==> src/sv/tgsf_pkg.sv <==
// shared types, codes and sizing constants for the timestamp gated synapse fifo
package tgsf_pkg;

   // default number of entries the synapse store holds
   localparam int QUEUE_DEPTH_DEF = 64;

   // entries of the command queue between front and back
   localparam int CMDQ_DEPTH = 2;

   // field widths
   localparam int WEIGHT_W = 32;
   localparam int INDEX_W = 16;
   localparam int ENTRY_W = WEIGHT_W + INDEX_W;
   localparam int LEVEL_W = 8;
   localparam int LIMIT_W = 9;
   localparam int ERR_W = 2;

   // queue limit after reset
   localparam logic [LIMIT_W-1:0] LIMIT_RESET = 9'd64;

   // error codes
   localparam logic [ERR_W-1:0] ERR_NONE = 2'd0;
   localparam logic [ERR_W-1:0] ERR_ORDER = 2'd1;
   localparam logic [ERR_W-1:0] ERR_OVERFLOW = 2'd2;
   localparam logic [ERR_W-1:0] ERR_HALF = 2'd3;

   // what the back end releases for one request
   localparam logic [1:0] ACC_NONE = 2'd0;
   localparam logic [1:0] ACC_DIRECT = 2'd1;
   localparam logic [1:0] ACC_POP = 2'd2;

   // command handed from front to back
   typedef struct packed {
      logic [1:0]          kind;
      logic [WEIGHT_W-1:0] weight;
      logic [INDEX_W-1:0]  index;
      logic                empty_changed;
      logic                empty_now;
      logic [ERR_W-1:0]    error_code;
   } tgsf_cmd_type;

endpackage

==> src/sv/tgsf_ram.sv <==
// generic single write, single read ram with registered read data
module tgsf_ram #(
   parameter int WIDTH = 48,
   parameter int DEPTH = 64
) (
   input  logic                     clock,
   input  logic                     wr_en,
   input  logic [$clog2(DEPTH)-1:0] wr_addr,
   input  logic [WIDTH-1:0]         wr_data,
   input  logic                     rd_en,
   input  logic [$clog2(DEPTH)-1:0] rd_addr,
   output logic [WIDTH-1:0]         rd_data
);

   logic [WIDTH-1:0] mem_ff [DEPTH];
   logic [WIDTH-1:0] rd_data_ff;

   // write port
   always_ff @(posedge clock) begin
      if (wr_en) begin
         mem_ff[wr_addr] <= wr_data;
      end
   end

   // registered read port, holds while not enabled
   always_ff @(posedge clock) begin
      if (rd_en) begin
         rd_data_ff <= mem_ff[rd_addr];
      end
   end

   assign rd_data = rd_data_ff;

endmodule

==> src/sv/tgsf_cmdq.sv <==
// short register queue carrying commands from front to back
module tgsf_cmdq
   import tgsf_pkg::*;
#(
   parameter int WIDTH = 60
) (
   input  logic             clock,
   input  logic             reset,
   input  logic             push,
   input  logic [WIDTH-1:0] push_data,
   input  logic             pop,
   output logic [WIDTH-1:0] head_data,
   output logic             not_empty,
   output logic             full
);

   localparam int PTR_W = (CMDQ_DEPTH > 1) ? $clog2(CMDQ_DEPTH) : 1;
   localparam int CNT_W = $clog2(CMDQ_DEPTH + 1);
   localparam logic [PTR_W-1:0] PTR_LAST = PTR_W'(CMDQ_DEPTH - 1);
   localparam logic [CNT_W-1:0] CNT_FULL = CNT_W'(CMDQ_DEPTH);

   logic [WIDTH-1:0] slot_ff [CMDQ_DEPTH];
   logic [PTR_W-1:0] wr_ptr_ff, wr_ptr_in;
   logic [PTR_W-1:0] rd_ptr_ff, rd_ptr_in;
   logic [CNT_W-1:0] count_ff, count_in;

   assign not_empty = (count_ff != '0);
   assign full = (count_ff == CNT_FULL);
   assign head_data = slot_ff[rd_ptr_ff];

   // pointer and count update
   always_comb begin
      wr_ptr_in = wr_ptr_ff;
      rd_ptr_in = rd_ptr_ff;
      count_in = count_ff;
      if (push) begin
         wr_ptr_in = (wr_ptr_ff == PTR_LAST) ? '0 : wr_ptr_ff + 1'b1;
      end
      if (pop) begin
         rd_ptr_in = (rd_ptr_ff == PTR_LAST) ? '0 : rd_ptr_ff + 1'b1;
      end
      if (push && !pop) begin
         count_in = count_ff + 1'b1;
      end else if (pop && !push) begin
         count_in = count_ff - 1'b1;
      end
   end

   always_ff @(posedge clock) begin
      if (reset) begin
         wr_ptr_ff <= '0;
         rd_ptr_ff <= '0;
         count_ff <= '0;
      end else begin
         wr_ptr_ff <= wr_ptr_in;
         rd_ptr_ff <= rd_ptr_in;
         count_ff <= count_in;
      end
   end

   // slot storage
   always_ff @(posedge clock) begin
      if (push) begin
         slot_ff[wr_ptr_ff] <= push_data;
      end
   end

endmodule

==> src/sv/tgsf_front.sv <==
// front end: accepts requests, checks parity order, half pairs and overflow, runs the store control
module tgsf_front
   import tgsf_pkg::*;
#(
   parameter int QUEUE_DEPTH = QUEUE_DEPTH_DEF,
   parameter int PTR_W = 7
) (
   input  logic                clock,
   input  logic                reset,
   input  logic                req_valid,
   output logic                req_stall,
   input  logic                req_syn_valid,
   input  logic                req_syn_ts_valid,
   input  logic [WEIGHT_W-1:0] req_weight,
   input  logic [INDEX_W-1:0]  req_index,
   input  logic                req_syn_parity,
   input  logic                req_core_valid,
   input  logic                req_core_parity,
   input  logic [LEVEL_W-1:0]  req_out_queue_level,
   input  logic                csr_wr_en,
   input  logic [LIMIT_W-1:0]  csr_wr_data,
   input  logic                cmdq_full,
   output logic                cmd_push,
   output tgsf_cmd_type        cmd,
   output logic [PTR_W-1:0]    cmd_addr,
   output logic                ram_wr_en,
   output logic [PTR_W-1:0]    ram_wr_addr,
   output logic [ENTRY_W-1:0]  ram_wr_data
);

   // physical store keeps spare slots so a pending read is never overwritten
   localparam int PHYS_DEPTH = QUEUE_DEPTH + CMDQ_DEPTH;
   localparam logic [PTR_W-1:0] PTR_LAST = PTR_W'(PHYS_DEPTH - 1);
   localparam int CNT_W = $clog2(QUEUE_DEPTH + 1);
   localparam logic [CNT_W-1:0] CNT_FULL = CNT_W'(QUEUE_DEPTH);
   localparam int SUM_W = ((CNT_W > LIMIT_W) ? CNT_W : LIMIT_W) + 1;

   logic [LIMIT_W-1:0] limit_ff;
   logic [PTR_W-1:0]   rd_ptr_ff, rd_ptr_in;
   logic [PTR_W-1:0]   wr_ptr_ff, wr_ptr_in;
   logic [CNT_W-1:0]   count_ff, count_in;
   logic               last_par_ff, last_par_in;
   logic               core_par_ff, core_par_in;
   logic               empty_ff, empty_in;

   logic               accept;
   logic               full_pair;
   logic               push;
   logic               pop;
   logic               direct;
   logic               changed;
   logic [ERR_W-1:0]   err;
   logic [SUM_W-1:0]   level_sum;
   logic [CNT_W-1:0]   count_after_push;

   assign req_stall = cmdq_full;
   assign accept = req_valid && !cmdq_full;
   assign full_pair = req_syn_valid && req_syn_ts_valid;
   assign level_sum = SUM_W'(count_ff) + SUM_W'(req_out_queue_level);

   // classify the request
   always_comb begin
      err = ERR_NONE;
      last_par_in = last_par_ff;
      push = 1'b0;
      direct = 1'b0;
      if (full_pair) begin
         if (last_par_ff != core_par_ff && req_syn_parity == core_par_ff) begin
            err = ERR_ORDER;
         end else begin
            last_par_in = req_syn_parity;
            if (req_syn_parity == core_par_ff) begin
               if (count_ff == '0) begin
                  direct = 1'b1;
               end else if (count_ff >= CNT_FULL) begin
                  err = ERR_OVERFLOW;
               end else begin
                  push = 1'b1;
               end
            end else if (level_sum >= SUM_W'(limit_ff) || count_ff >= CNT_FULL) begin
               err = ERR_OVERFLOW;
            end else begin
               push = 1'b1;
            end
         end
      end else if (req_syn_valid || req_syn_ts_valid) begin
         err = ERR_HALF;
      end
   end

   // core parity, release and downstream empty tracking
   always_comb begin
      core_par_in = core_par_ff;
      empty_in = empty_ff;
      changed = 1'b0;
      pop = 1'b0;
      count_after_push = count_ff + CNT_W'(push);
      if (err == ERR_NONE) begin
         if (req_core_valid) begin
            core_par_in = req_core_parity;
         end
         pop = (core_par_in == last_par_in) && (count_after_push != '0);
         if (!empty_ff && req_out_queue_level == '0) begin
            empty_in = 1'b1;
            changed = 1'b1;
         end else if (empty_ff && req_out_queue_level != '0) begin
            empty_in = 1'b0;
            changed = 1'b1;
         end
      end
      count_in = count_after_push - CNT_W'(pop);
      wr_ptr_in = push ? ((wr_ptr_ff == PTR_LAST) ? '0 : wr_ptr_ff + 1'b1) : wr_ptr_ff;
      rd_ptr_in = pop ? ((rd_ptr_ff == PTR_LAST) ? '0 : rd_ptr_ff + 1'b1) : rd_ptr_ff;
   end

   // command for the back end
   always_comb begin
      cmd.kind = ACC_NONE;
      cmd.weight = '0;
      cmd.index = '0;
      if (pop) begin
         cmd.kind = ACC_POP;
      end else if (direct) begin
         cmd.kind = ACC_DIRECT;
         cmd.weight = req_weight;
         cmd.index = req_index;
      end
      cmd.empty_changed = changed;
      cmd.empty_now = empty_in;
      cmd.error_code = err;
   end

   assign cmd_push = accept;
   assign cmd_addr = rd_ptr_ff;
   assign ram_wr_en = accept && push;
   assign ram_wr_addr = wr_ptr_ff;
   assign ram_wr_data = {req_weight, req_index};

   // control state
   always_ff @(posedge clock) begin
      if (reset) begin
         rd_ptr_ff <= '0;
         wr_ptr_ff <= '0;
         count_ff <= '0;
         last_par_ff <= 1'b0;
         core_par_ff <= 1'b0;
         empty_ff <= 1'b1;
      end else if (accept) begin
         rd_ptr_ff <= rd_ptr_in;
         wr_ptr_ff <= wr_ptr_in;
         count_ff <= count_in;
         last_par_ff <= last_par_in;
         core_par_ff <= core_par_in;
         empty_ff <= empty_in;
      end
   end

   // queue limit register
   always_ff @(posedge clock) begin
      if (reset) begin
         limit_ff <= LIMIT_RESET;
      end else if (csr_wr_en) begin
         limit_ff <= csr_wr_data;
      end
   end

endmodule

==> src/sv/tgsf_back.sv <==
// back end: reads released entries from the store and drives the response register
module tgsf_back
   import tgsf_pkg::*;
#(
   parameter int PTR_W = 7
) (
   input  logic                clock,
   input  logic                reset,
   input  logic                cmd_ready,
   input  tgsf_cmd_type        cmd,
   input  logic [PTR_W-1:0]    cmd_addr,
   output logic                cmd_pop,
   output logic                ram_rd_en,
   output logic [PTR_W-1:0]    ram_rd_addr,
   input  logic [ENTRY_W-1:0]  ram_rd_data,
   output logic                rsp_valid,
   input  logic                rsp_stall,
   output logic                rsp_acc_valid,
   output logic [WEIGHT_W-1:0] rsp_acc_weight,
   output logic [INDEX_W-1:0]  rsp_acc_index,
   output logic                rsp_empty_changed,
   output logic                rsp_empty_now,
   output logic [ERR_W-1:0]    rsp_error_code
);

   logic         out_valid_ff, out_valid_in;
   tgsf_cmd_type out_cmd_ff;
   logic         advance;

   // output stage moves when empty or when the response is taken
   assign advance = !out_valid_ff || !rsp_stall;
   assign cmd_pop = advance && cmd_ready;
   assign out_valid_in = cmd_ready ? 1'b1 : (out_valid_ff && rsp_stall);

   // store read lines up with the output stage
   assign ram_rd_en = cmd_pop;
   assign ram_rd_addr = cmd_addr;

   always_ff @(posedge clock) begin
      if (reset) begin
         out_valid_ff <= 1'b0;
      end else if (advance) begin
         out_valid_ff <= out_valid_in;
      end
   end

   always_ff @(posedge clock) begin
      if (cmd_pop) begin
         out_cmd_ff <= cmd;
      end
   end

   // response fields, popped entries come from the store read data
   assign rsp_valid = out_valid_ff;
   assign rsp_acc_valid = (out_cmd_ff.kind != ACC_NONE);
   assign rsp_acc_weight = (out_cmd_ff.kind == ACC_POP) ?
                           ram_rd_data[ENTRY_W-1:INDEX_W] : out_cmd_ff.weight;
   assign rsp_acc_index = (out_cmd_ff.kind == ACC_POP) ?
                          ram_rd_data[INDEX_W-1:0] : out_cmd_ff.index;
   assign rsp_empty_changed = out_cmd_ff.empty_changed;
   assign rsp_empty_now = out_cmd_ff.empty_now;
   assign rsp_error_code = out_cmd_ff.error_code;

endmodule

==> src/sv/timestamp_gated_synapse_fifo.sv <==
// top level of the timestamp gated synapse fifo
//
// Request channel (req_*): one step per request: an optional synapse entry with its
// timestamp parity, an optional core parity update and the downstream queue level.
// Response channel (rsp_*): exactly one response per request, in order, carrying the
// released entry (if any), the downstream empty status change and an error code.
// csr_wr_en / csr_wr_data write the queue limit; write it only while the block is idle.
// The front end decides every request combinationally against the store control
// state and pushes a command into a two entry queue; the back end reads released
// entries from the store ram and holds the response in its output register.
// Throughput is one request per cycle while req_stall is low; the store ram has one write
// and one read port and the front end handles one request a cycle. An accepted request
// passes through the command queue and the output register before it can be taken as a response.
// Reset clears pointers, counts and parities, marks the downstream side empty and
// sets the queue limit to 64; store contents are not cleared and need no pass.
// When rsp_stall is held the response stays put, the command queue fills and after
// two further requests req_stall rises until the response side moves again.
module timestamp_gated_synapse_fifo
   import tgsf_pkg::*;
#(
   parameter int QUEUE_DEPTH = QUEUE_DEPTH_DEF
) (
   input  logic                clock,
   input  logic                reset,
   input  logic                req_valid,
   output logic                req_stall,
   input  logic                req_syn_valid,
   input  logic                req_syn_ts_valid,
   input  logic [WEIGHT_W-1:0] req_weight,
   input  logic [INDEX_W-1:0]  req_index,
   input  logic                req_syn_parity,
   input  logic                req_core_valid,
   input  logic                req_core_parity,
   input  logic [LEVEL_W-1:0]  req_out_queue_level,
   output logic                rsp_valid,
   input  logic                rsp_stall,
   output logic                rsp_acc_valid,
   output logic [WEIGHT_W-1:0] rsp_acc_weight,
   output logic [INDEX_W-1:0]  rsp_acc_index,
   output logic                rsp_empty_changed,
   output logic                rsp_empty_now,
   output logic [ERR_W-1:0]    rsp_error_code,
   input  logic                csr_wr_en,
   input  logic [LIMIT_W-1:0]  csr_wr_data
);

   localparam int PHYS_DEPTH = QUEUE_DEPTH + CMDQ_DEPTH;
   localparam int PTR_W = $clog2(PHYS_DEPTH);
   localparam int CMD_W = $bits(tgsf_cmd_type) + PTR_W;

   logic               cmdq_full;
   logic               cmdq_not_empty;
   logic               cmd_push;
   logic               cmd_pop;
   tgsf_cmd_type       front_cmd;
   tgsf_cmd_type       back_cmd;
   logic [PTR_W-1:0]   front_addr;
   logic [PTR_W-1:0]   back_addr;
   logic [CMD_W-1:0]   cmdq_head;
   logic               ram_wr_en;
   logic [PTR_W-1:0]   ram_wr_addr;
   logic [ENTRY_W-1:0] ram_wr_data;
   logic               ram_rd_en;
   logic [PTR_W-1:0]   ram_rd_addr;
   logic [ENTRY_W-1:0] ram_rd_data;

   // request classification and store control
   tgsf_front #(
      .QUEUE_DEPTH(QUEUE_DEPTH),
      .PTR_W(PTR_W)
   ) u_front (
      .clock(clock),
      .reset(reset),
      .req_valid(req_valid),
      .req_stall(req_stall),
      .req_syn_valid(req_syn_valid),
      .req_syn_ts_valid(req_syn_ts_valid),
      .req_weight(req_weight),
      .req_index(req_index),
      .req_syn_parity(req_syn_parity),
      .req_core_valid(req_core_valid),
      .req_core_parity(req_core_parity),
      .req_out_queue_level(req_out_queue_level),
      .csr_wr_en(csr_wr_en),
      .csr_wr_data(csr_wr_data),
      .cmdq_full(cmdq_full),
      .cmd_push(cmd_push),
      .cmd(front_cmd),
      .cmd_addr(front_addr),
      .ram_wr_en(ram_wr_en),
      .ram_wr_addr(ram_wr_addr),
      .ram_wr_data(ram_wr_data)
   );

   // command queue between front and back
   tgsf_cmdq #(
      .WIDTH(CMD_W)
   ) u_cmdq (
      .clock(clock),
      .reset(reset),
      .push(cmd_push),
      .push_data({front_addr, front_cmd}),
      .pop(cmd_pop),
      .head_data(cmdq_head),
      .not_empty(cmdq_not_empty),
      .full(cmdq_full)
   );

   assign back_cmd = cmdq_head[$bits(tgsf_cmd_type)-1:0];
   assign back_addr = cmdq_head[CMD_W-1:$bits(tgsf_cmd_type)];

   // synapse entry store
   tgsf_ram #(
      .WIDTH(ENTRY_W),
      .DEPTH(PHYS_DEPTH)
   ) u_store (
      .clock(clock),
      .wr_en(ram_wr_en),
      .wr_addr(ram_wr_addr),
      .wr_data(ram_wr_data),
      .rd_en(ram_rd_en),
      .rd_addr(ram_rd_addr),
      .rd_data(ram_rd_data)
   );

   // release and response stage
   tgsf_back #(
      .PTR_W(PTR_W)
   ) u_back (
      .clock(clock),
      .reset(reset),
      .cmd_ready(cmdq_not_empty),
      .cmd(back_cmd),
      .cmd_addr(back_addr),
      .cmd_pop(cmd_pop),
      .ram_rd_en(ram_rd_en),
      .ram_rd_addr(ram_rd_addr),
      .ram_rd_data(ram_rd_data),
      .rsp_valid(rsp_valid),
      .rsp_stall(rsp_stall),
      .rsp_acc_valid(rsp_acc_valid),
      .rsp_acc_weight(rsp_acc_weight),
      .rsp_acc_index(rsp_acc_index),
      .rsp_empty_changed(rsp_empty_changed),
      .rsp_empty_now(rsp_empty_now),
      .rsp_error_code(rsp_error_code)
   );

endmodule

==> config.mk <==
export PLATFORM = sky130hd
export DESIGN_NAME = timestamp_gated_synapse_fifo
export DESIGN_NICKNAME = d
export VERILOG_FILES = /design/src/sv/tgsf_pkg.sv /design/src/sv/tgsf_ram.sv /design/src/sv/tgsf_cmdq.sv /design/src/sv/tgsf_front.sv /design/src/sv/tgsf_back.sv /design/src/sv/timestamp_gated_synapse_fifo.sv
export SDC_FILE = /design/constraint.sdc
export NUM_CORES = 2
export LEC_CHECK = 0
export ABC_CLOCK_PERIOD_IN_PS = 10500
export BUFFER_PORTS_ARGS = -buffer_cell sky130_fd_sc_hd__buf_2
export CAP_MARGIN = 20
export CELL_PAD_IN_SITES_DETAIL_PLACEMENT = 1
export CELL_PAD_IN_SITES_GLOBAL_PLACEMENT = 1
export CORE_UTILIZATION = 45
export CTS_BUF_LIST = sky130_fd_sc_hd__clkbuf_2 sky130_fd_sc_hd__clkbuf_4 sky130_fd_sc_hd__clkbuf_8
export CTS_CLUSTER_DIAMETER = 150
export DETAILED_ROUTE_END_ITERATION = 16
export GPL_ROUTABILITY_DRIVEN = 0
export HOLD_SLACK_MARGIN = 0.02
export PLACE_DENSITY_LB_ADDON = 0.05
export REMOVE_ABC_BUFFERS = 1
export SLEW_MARGIN = 20
export SYNTH_ARGS = -nofsm -noshare
export SYNTH_HDL_FRONTEND = slang
export SYNTH_SLANG_ARGS = --single-unit
==> constraint.sdc <==
create_clock -name clock -period 10.5 [get_ports clock]
set_input_delay 2.1 -clock clock [delete_from_list [all_inputs] [get_ports clock]]
set_output_delay 2.1 -clock clock [all_outputs]
set_load 0.005 [all_outputs]
Yosys cells after proc, flatten, opt, wreduce, memory -nomap -nowiden:

Memories as Yosys holds them, arrays and structs flattened. A register that Yosys moved wholly into a read port is not among the register bits.
Cells that the tools add are included.

* RAM bits: 3290
* register bits after elaboration: 92
* word-level logic and storage cells: 114
* output and inout port bits: 55
* memories kept: 2

* reductions and logical operators: 31
* eq/ne operators: 7
* magnitude comparators: 2
* add/subtract/negate cells: 9
* multiplexer cells: 46

Memories
* u_store.mem_ff: depth 66, bits a word 48, read ports 1, clocked after memory_dff 1, write ports 1, RTL line tgsf_ram.sv:15 `logic [WIDTH-1:0] mem_ff [DEPTH];`
* u_cmdq.slot_ff: depth 2, bits a word 61, read ports 1, clocked after memory_dff 1, write ports 1, RTL line tgsf_cmdq.sv:22 `logic [WIDTH-1:0] slot_ff [CMDQ_DEPTH];`

Operators with widths (count)
* $mux W49: 1
* $mux W48: 1
* $mux W32: 1
* $mux W1: 30
* $mux W2: 10
* $mux W16: 1
* $add A7 B1 Y7 const B: 2
* $eq A7 B7 Y1 const B: 2
* $mux W7: 2
* $logic_and A1 B1 Y1: 11
* $ge A10 B9 Y1: 1
* $add A7 B8 Y9: 1
* $logic_not A8 Y1: 1
* $reduce_bool A8 Y1: 1
* $add A7 B1 Y7: 1
* $ge A7 B7 Y1 const B: 1
* $logic_not A7 Y1: 1
* $reduce_bool A7 Y1: 1
* $sub A7 B1 Y7: 1
* $logic_not A1 Y1: 6
* $reduce_and A2 Y1: 3
* $reduce_bool A2 Y1: 3
* $eq A2 B2 Y1 const B: 2
* $logic_or A1 B1 Y1: 3
* other kinds (6): 8

Longest topological paths before layout:

* word-level depth: 13
* gate-level depth with buffers: 29
* gate-level depth less buffers: 29

By module:

A second synthesis with hierarchy kept.

* cells, all modules: 6491
* area total of the unflattened synthesis: 133925.9 um^2

By module, submodules not included
* tgsf_ram: cells an instance 5693, area an instance 123465.9 um^2, instances 1
* tgsf_cmdq: cells an instance 212, area an instance 4633.2 um^2, instances 1
* tgsf_front: cells an instance 463, area an instance 3392.0 um^2, instances 1
* tgsf_back: cells an instance 123, area an instance 2434.8 um^2, instances 1

Worst setup path after synthesis:

OpenSTA, ideal clock, no wires.

* kind: in2reg
* start: in req_out_queue_level[0]
* end: mem u_store.mem_ff[39][0] (enable)
* stages on the path: 17
* setup slack: 1.679 ns
* buffers on the path: 0
* data required time: 9.977 ns
* arrival: 8.298 ns
* cells stage by stage: ha_1 -> inv_1 -> fa_1 -> nor2b_1 -> o21ai_0 -> a21boi_0 -> o21ai_0 -> nand2b_1 -> a21oi_1 -> nor2b_1 -> ha_1 -> inv_1 -> o21ai_0 -> a41o_1 -> a211oi_1 -> nand3_1 -> nor3b_1

* word-level cells in the longest chain between the ends: 10

Ends and longest elaborated chain
* start: declaration: RTL line timestamp_gated_synapse_fifo.sv:34 `input logic [LEVEL_W-1:0] req_out_queue_level,`
* $add A7 B8 Y9: RTL line tgsf_front.sv:59 `assign level_sum = SUM_W'(count_ff) + SUM_W'(req_out_queue_level);`
* $ge A10 B9 Y1: RTL line tgsf_front.sv:80 `end else if (level_sum >= SUM_W'(limit_ff) || count_ff >= CNT_FULL) begin`
* $logic_or A1 B1 Y1: RTL line tgsf_front.sv:80
* $mux W1: RTL line tgsf_front.sv:80
* $mux W1: RTL line tgsf_front.sv:72 `if (req_syn_parity == core_par_ff) begin`
* $mux W1: RTL line tgsf_front.sv:68 `if (last_par_ff != core_par_ff && req_syn_parity == core_par_ff) begin`
* $mux W1: RTL line tgsf_front.sv:67 `if (full_pair) begin`
* $logic_and A1 B1 Y1: RTL line tgsf_front.sv:135 `assign ram_wr_en = accept && push;`
* $mux W1: RTL line tgsf_ram.sv:20 `if (wr_en) begin`
* $mux W1 (implied by the code): RTL line tgsf_ram.sv:21 `mem_ff[wr_addr] <= wr_data;`
* end: declaration: RTL line tgsf_ram.sv:15

No other way between the ends.

Final worst setup path:

* start: in req_out_queue_level[0]
* end: mem u_store.mem_ff[52][20] (enable)

Same word-level chain as after synthesis.

==> metrics.csv <==
stage;metric;value;unit
power_and_ir_drop;Worst IR Drop VDD;0.0001598;V
layout;most frequent cells in the layout;edfxtp_1 (3392), nand2_1 (1279), nand3_1 (727);
clock_network;number of buffers created by CTS;582;
layout;layout cell share with drive strength beyond 1;24.04;%
detailed_routing;drt first pass iters;6;
layout;area grow syn2layout;12.74;%
worst_setup_path;worst r2r path cells;19;
floorplanning;I/O pin cnt;130;
floorplanning;core area;296500;um2
sta;Max Slew Vio Count;0;
worst_setup_path;critical path capture point type;flop;
clock_network;clk slew on worst S/H paths;0.05;ns
synth;top_reg_cell synth;edfxtp_1;
detailed_routing;DR vias;74280;
sta;final hold vios;0;
layout;Final nets;8118;
clock_network;worst skew pair latency;1.19;ns
sta;unrepaired setup endpoints after global routing;no;
detailed_routing;WL/cell;35.20;um
sta;Sum Neg Setup Slack;0;ns
run;Max-Cap Viols;0;
global_routing;largest net degree at the start of global routing;117;
worst_setup_path;Critical Path AT;7.46;ns
placed_design;IO Port Bufs;129;
detailed_routing;DRT Wirelength;436400;um
sta;Slew @ Worst Pin;1.187;ns
synth;mapped cell area;134100;um2
synth;Avg Cell Area, Syn;17.81;um2
synth;Synth Register Bits;3431;
worst_setup_path;CP Class;input pin to flop;
clock_network;CTS Buffer Depth;4;
detailed_routing;Residual DRC;0;
clock_network;CTS root buffer;clkbuf_8;
global_routing;vias in the first global route;77510;
synth;asr flop ratio synth;0;%
global_routing;grt total ovfl;0;
detailed_routing;Met2 Routed Length;215100;um
sta;fmax;0.1498;GHz
run_status;outcome;complete, no violations;
floorplanning;die area;300200;um2
detailed_routing;Detail Route Antenna Nets;0;
floorplanning;Core Rows;200;
synth;register area share after synthesis;76.54;%
clock_network;Num Clock Sinks;3431;
detailed_routing;detailed-routed wire length on met3;22200;um
floorplanning;Die Wd;547.9;um
power_and_ir_drop;Power Density;243.6;nW/um2
sta;Tcrit/Tclk final;63.60;%
detailed_routing;top routing layer in use;met5;
sta;post-route minimum period;6.678;ns
detailed_routing;WL met1;179100;um
floorplanning;Initial Utilization;45.22;%
min_path;hold depth;2;
worst_setup_path;worst-path maximum fanout;26;
power_and_ir_drop;total power draw;0.03684;W
worst_setup_path;Worst setup SP type;input pin;
sta;Slew headroom;20.86;%
min_path;Hold Crit Class;flop to flop;
synth;EDFF count, synth;3392;
detailed_routing;DRT iter0 DRCs;7351;
clock_network;CTS tree;built;
synth;post-synthesis cell type count;73;
clock_network;hold buffers post-CTS;0;
global_routing;Global Route Usage Sum;28.97;%
global_routing;initial antenna violation count;18;
clock_network;CTS H-tree lvls;6;
layout;most common cell after layout, fill and taps aside;edfxtp_1;
placed_design;DP HPWL;256700;um
sta;Final Setup Violations;0;
sta;Clock Skew;0.05153;ns
clock_network;CTS resizes;0;
synth;Syn Inst Count;7528;
synth;yosys warns;0;
worst_setup_path;FF-to-FF setup slack;4.34;ns
floorplanning;die height;547.9;um
worst_setup_path;Required @ worst endpoint;11.29;ns
power_and_ir_drop;Static Leak;49.07;nW
clock_network;setup bufs post-CTS;0;
global_routing;first-pass GRT wire length;608100;um
detailed_routing;post-DR vias/cell;5.991;
-- cells in the mapped netlist (13+ instances only) --
library cell  number  area share [%]
nand3_1          728             2.7
buf_4             68            0.38
a21oi_1          143            0.53
and2_1            50            0.23
a31oi_1           66            0.31
dfxtp_1           39            0.58
inv_1             43            0.12
a211oi_1          13           0.073
nand2_1         1283             3.6
buf_6             21            0.18
clkbuf_1         178            0.50
nor2_1           124            0.35
ha_1              25            0.23
o22ai_1           39            0.18
nor3_1            18           0.067
a32o_1            30            0.22
edfxtp_1        3392              76
xnor2_1           13           0.085
nor2b_1           20           0.093
mux2i_1           92            0.69
buf_2            118            0.44
mux4_2           574             9.6
buf_1             40            0.11
a2111oi_0         14           0.091
o21ai_0           40            0.15
and3_1            73            0.34
a2111oi_2         19            0.21
or3_1             15           0.070
mux2_2           108            0.91
nor4_1            17           0.079
-- registers in the layout, indices dropped and copies added (netlist names), 2 cells and up, named ones only --
register and flops:
u_back.out_cmd_ff 50, u_store.rd_data 48, u_front.count_ff 7, u_cmdq.slot_ff 122, u_back.rsp_error_code 2, u_cmdq.count_ff 2
u_front.limit_ff 9, u_front.ram_wr_addr 7, u_front.cmd_addr 7, u_store.mem_ff 3168
-- critical path, cell delays in order --
cell,delay (ns)
buf_2,0.09
ha_1,0.16
inv_1,0.06
fa_1,0.41
nor2b_1,0.15
o21ai_0,0.12
a21boi_0,0.28
o21ai_0,0.14
nand2b_1,0.12
a21oi_1,0.07
nor2b_1,0.12
ha_1,0.26
inv_1,0.07
o21ai_0,0.12
a41o_1,0.32
a211o_1,0.48
or3_1,0.49
buf_4,0.33
nor2_4,0.86
buf_4,0.62
-- path summary, 6_finish.rpt --
kind | start | endpoint
worst max-delay path | req_out_queue_level[0] | u_store.mem_ff[52][20]
worst min-delay path | u_back.rsp_valid | u_back.rsp_valid
worst max register to register | u_front.count_ff[0] | u_store.mem_ff[52][20]
worst min register to register | u_back.rsp_valid | u_back.rsp_valid
-- routing by layer --
metal  track usage, %  up-vias
li1                 -    30670
met1            38.63    40290
met2            48.18     2656
met3            3.691      660
met4            12.35        2
met5                0        -
-- where the power goes --
| group | internal [W] | switching (W) |
|---|---|---|
| clock network | 0.00612 | 0.00544 |
| logic | 0.00312 | 0.00647 |
| registers | 0.0155 | 0.000170 |
-- per-stage QoR --
step,std cells,instance area [um2],utilization (%),hold WS [ns],worst slack (ns)
finish,12400,151200,50.98,0.4888,3.822
global route,12390,151200,50.98,0.5076,3.458
CTS,12380,151100,50.96,0.4897,3.938
global placement,11370,140100,47.24,0.4735,2.654
detailed placement,11370,140200,47.27,0.4830,2.669
floorplan,7089,131700,-,0.4478,-7.273
-- cell type report --
type	count	area (um2)
clock inverter	206	1132
fill	27370	145300
multi-input combinational	3614	29640
inverter	44	172.7
timing repair buffer	344	2833
antenna	13	32.53
tap	3939	4928
sequential	3431	102600
clock buffer	807	9806
-- logic make-up after synthesis --
logic type | after synthesis | synth area share, %
AOI/OAI and AO/OA | 432 | 2.222
xor gates and xnor gates | 19 | 0.1241
adders and majority gates | 26 | 0.2482
buffers and inverters | 483 | 1.906
DFF | 3431 | 76.54
muxes | 776 | 11.26
and+or+nand+nor | 2361 | 7.707
No activity file was read; power rests on OpenSTA's default activity.
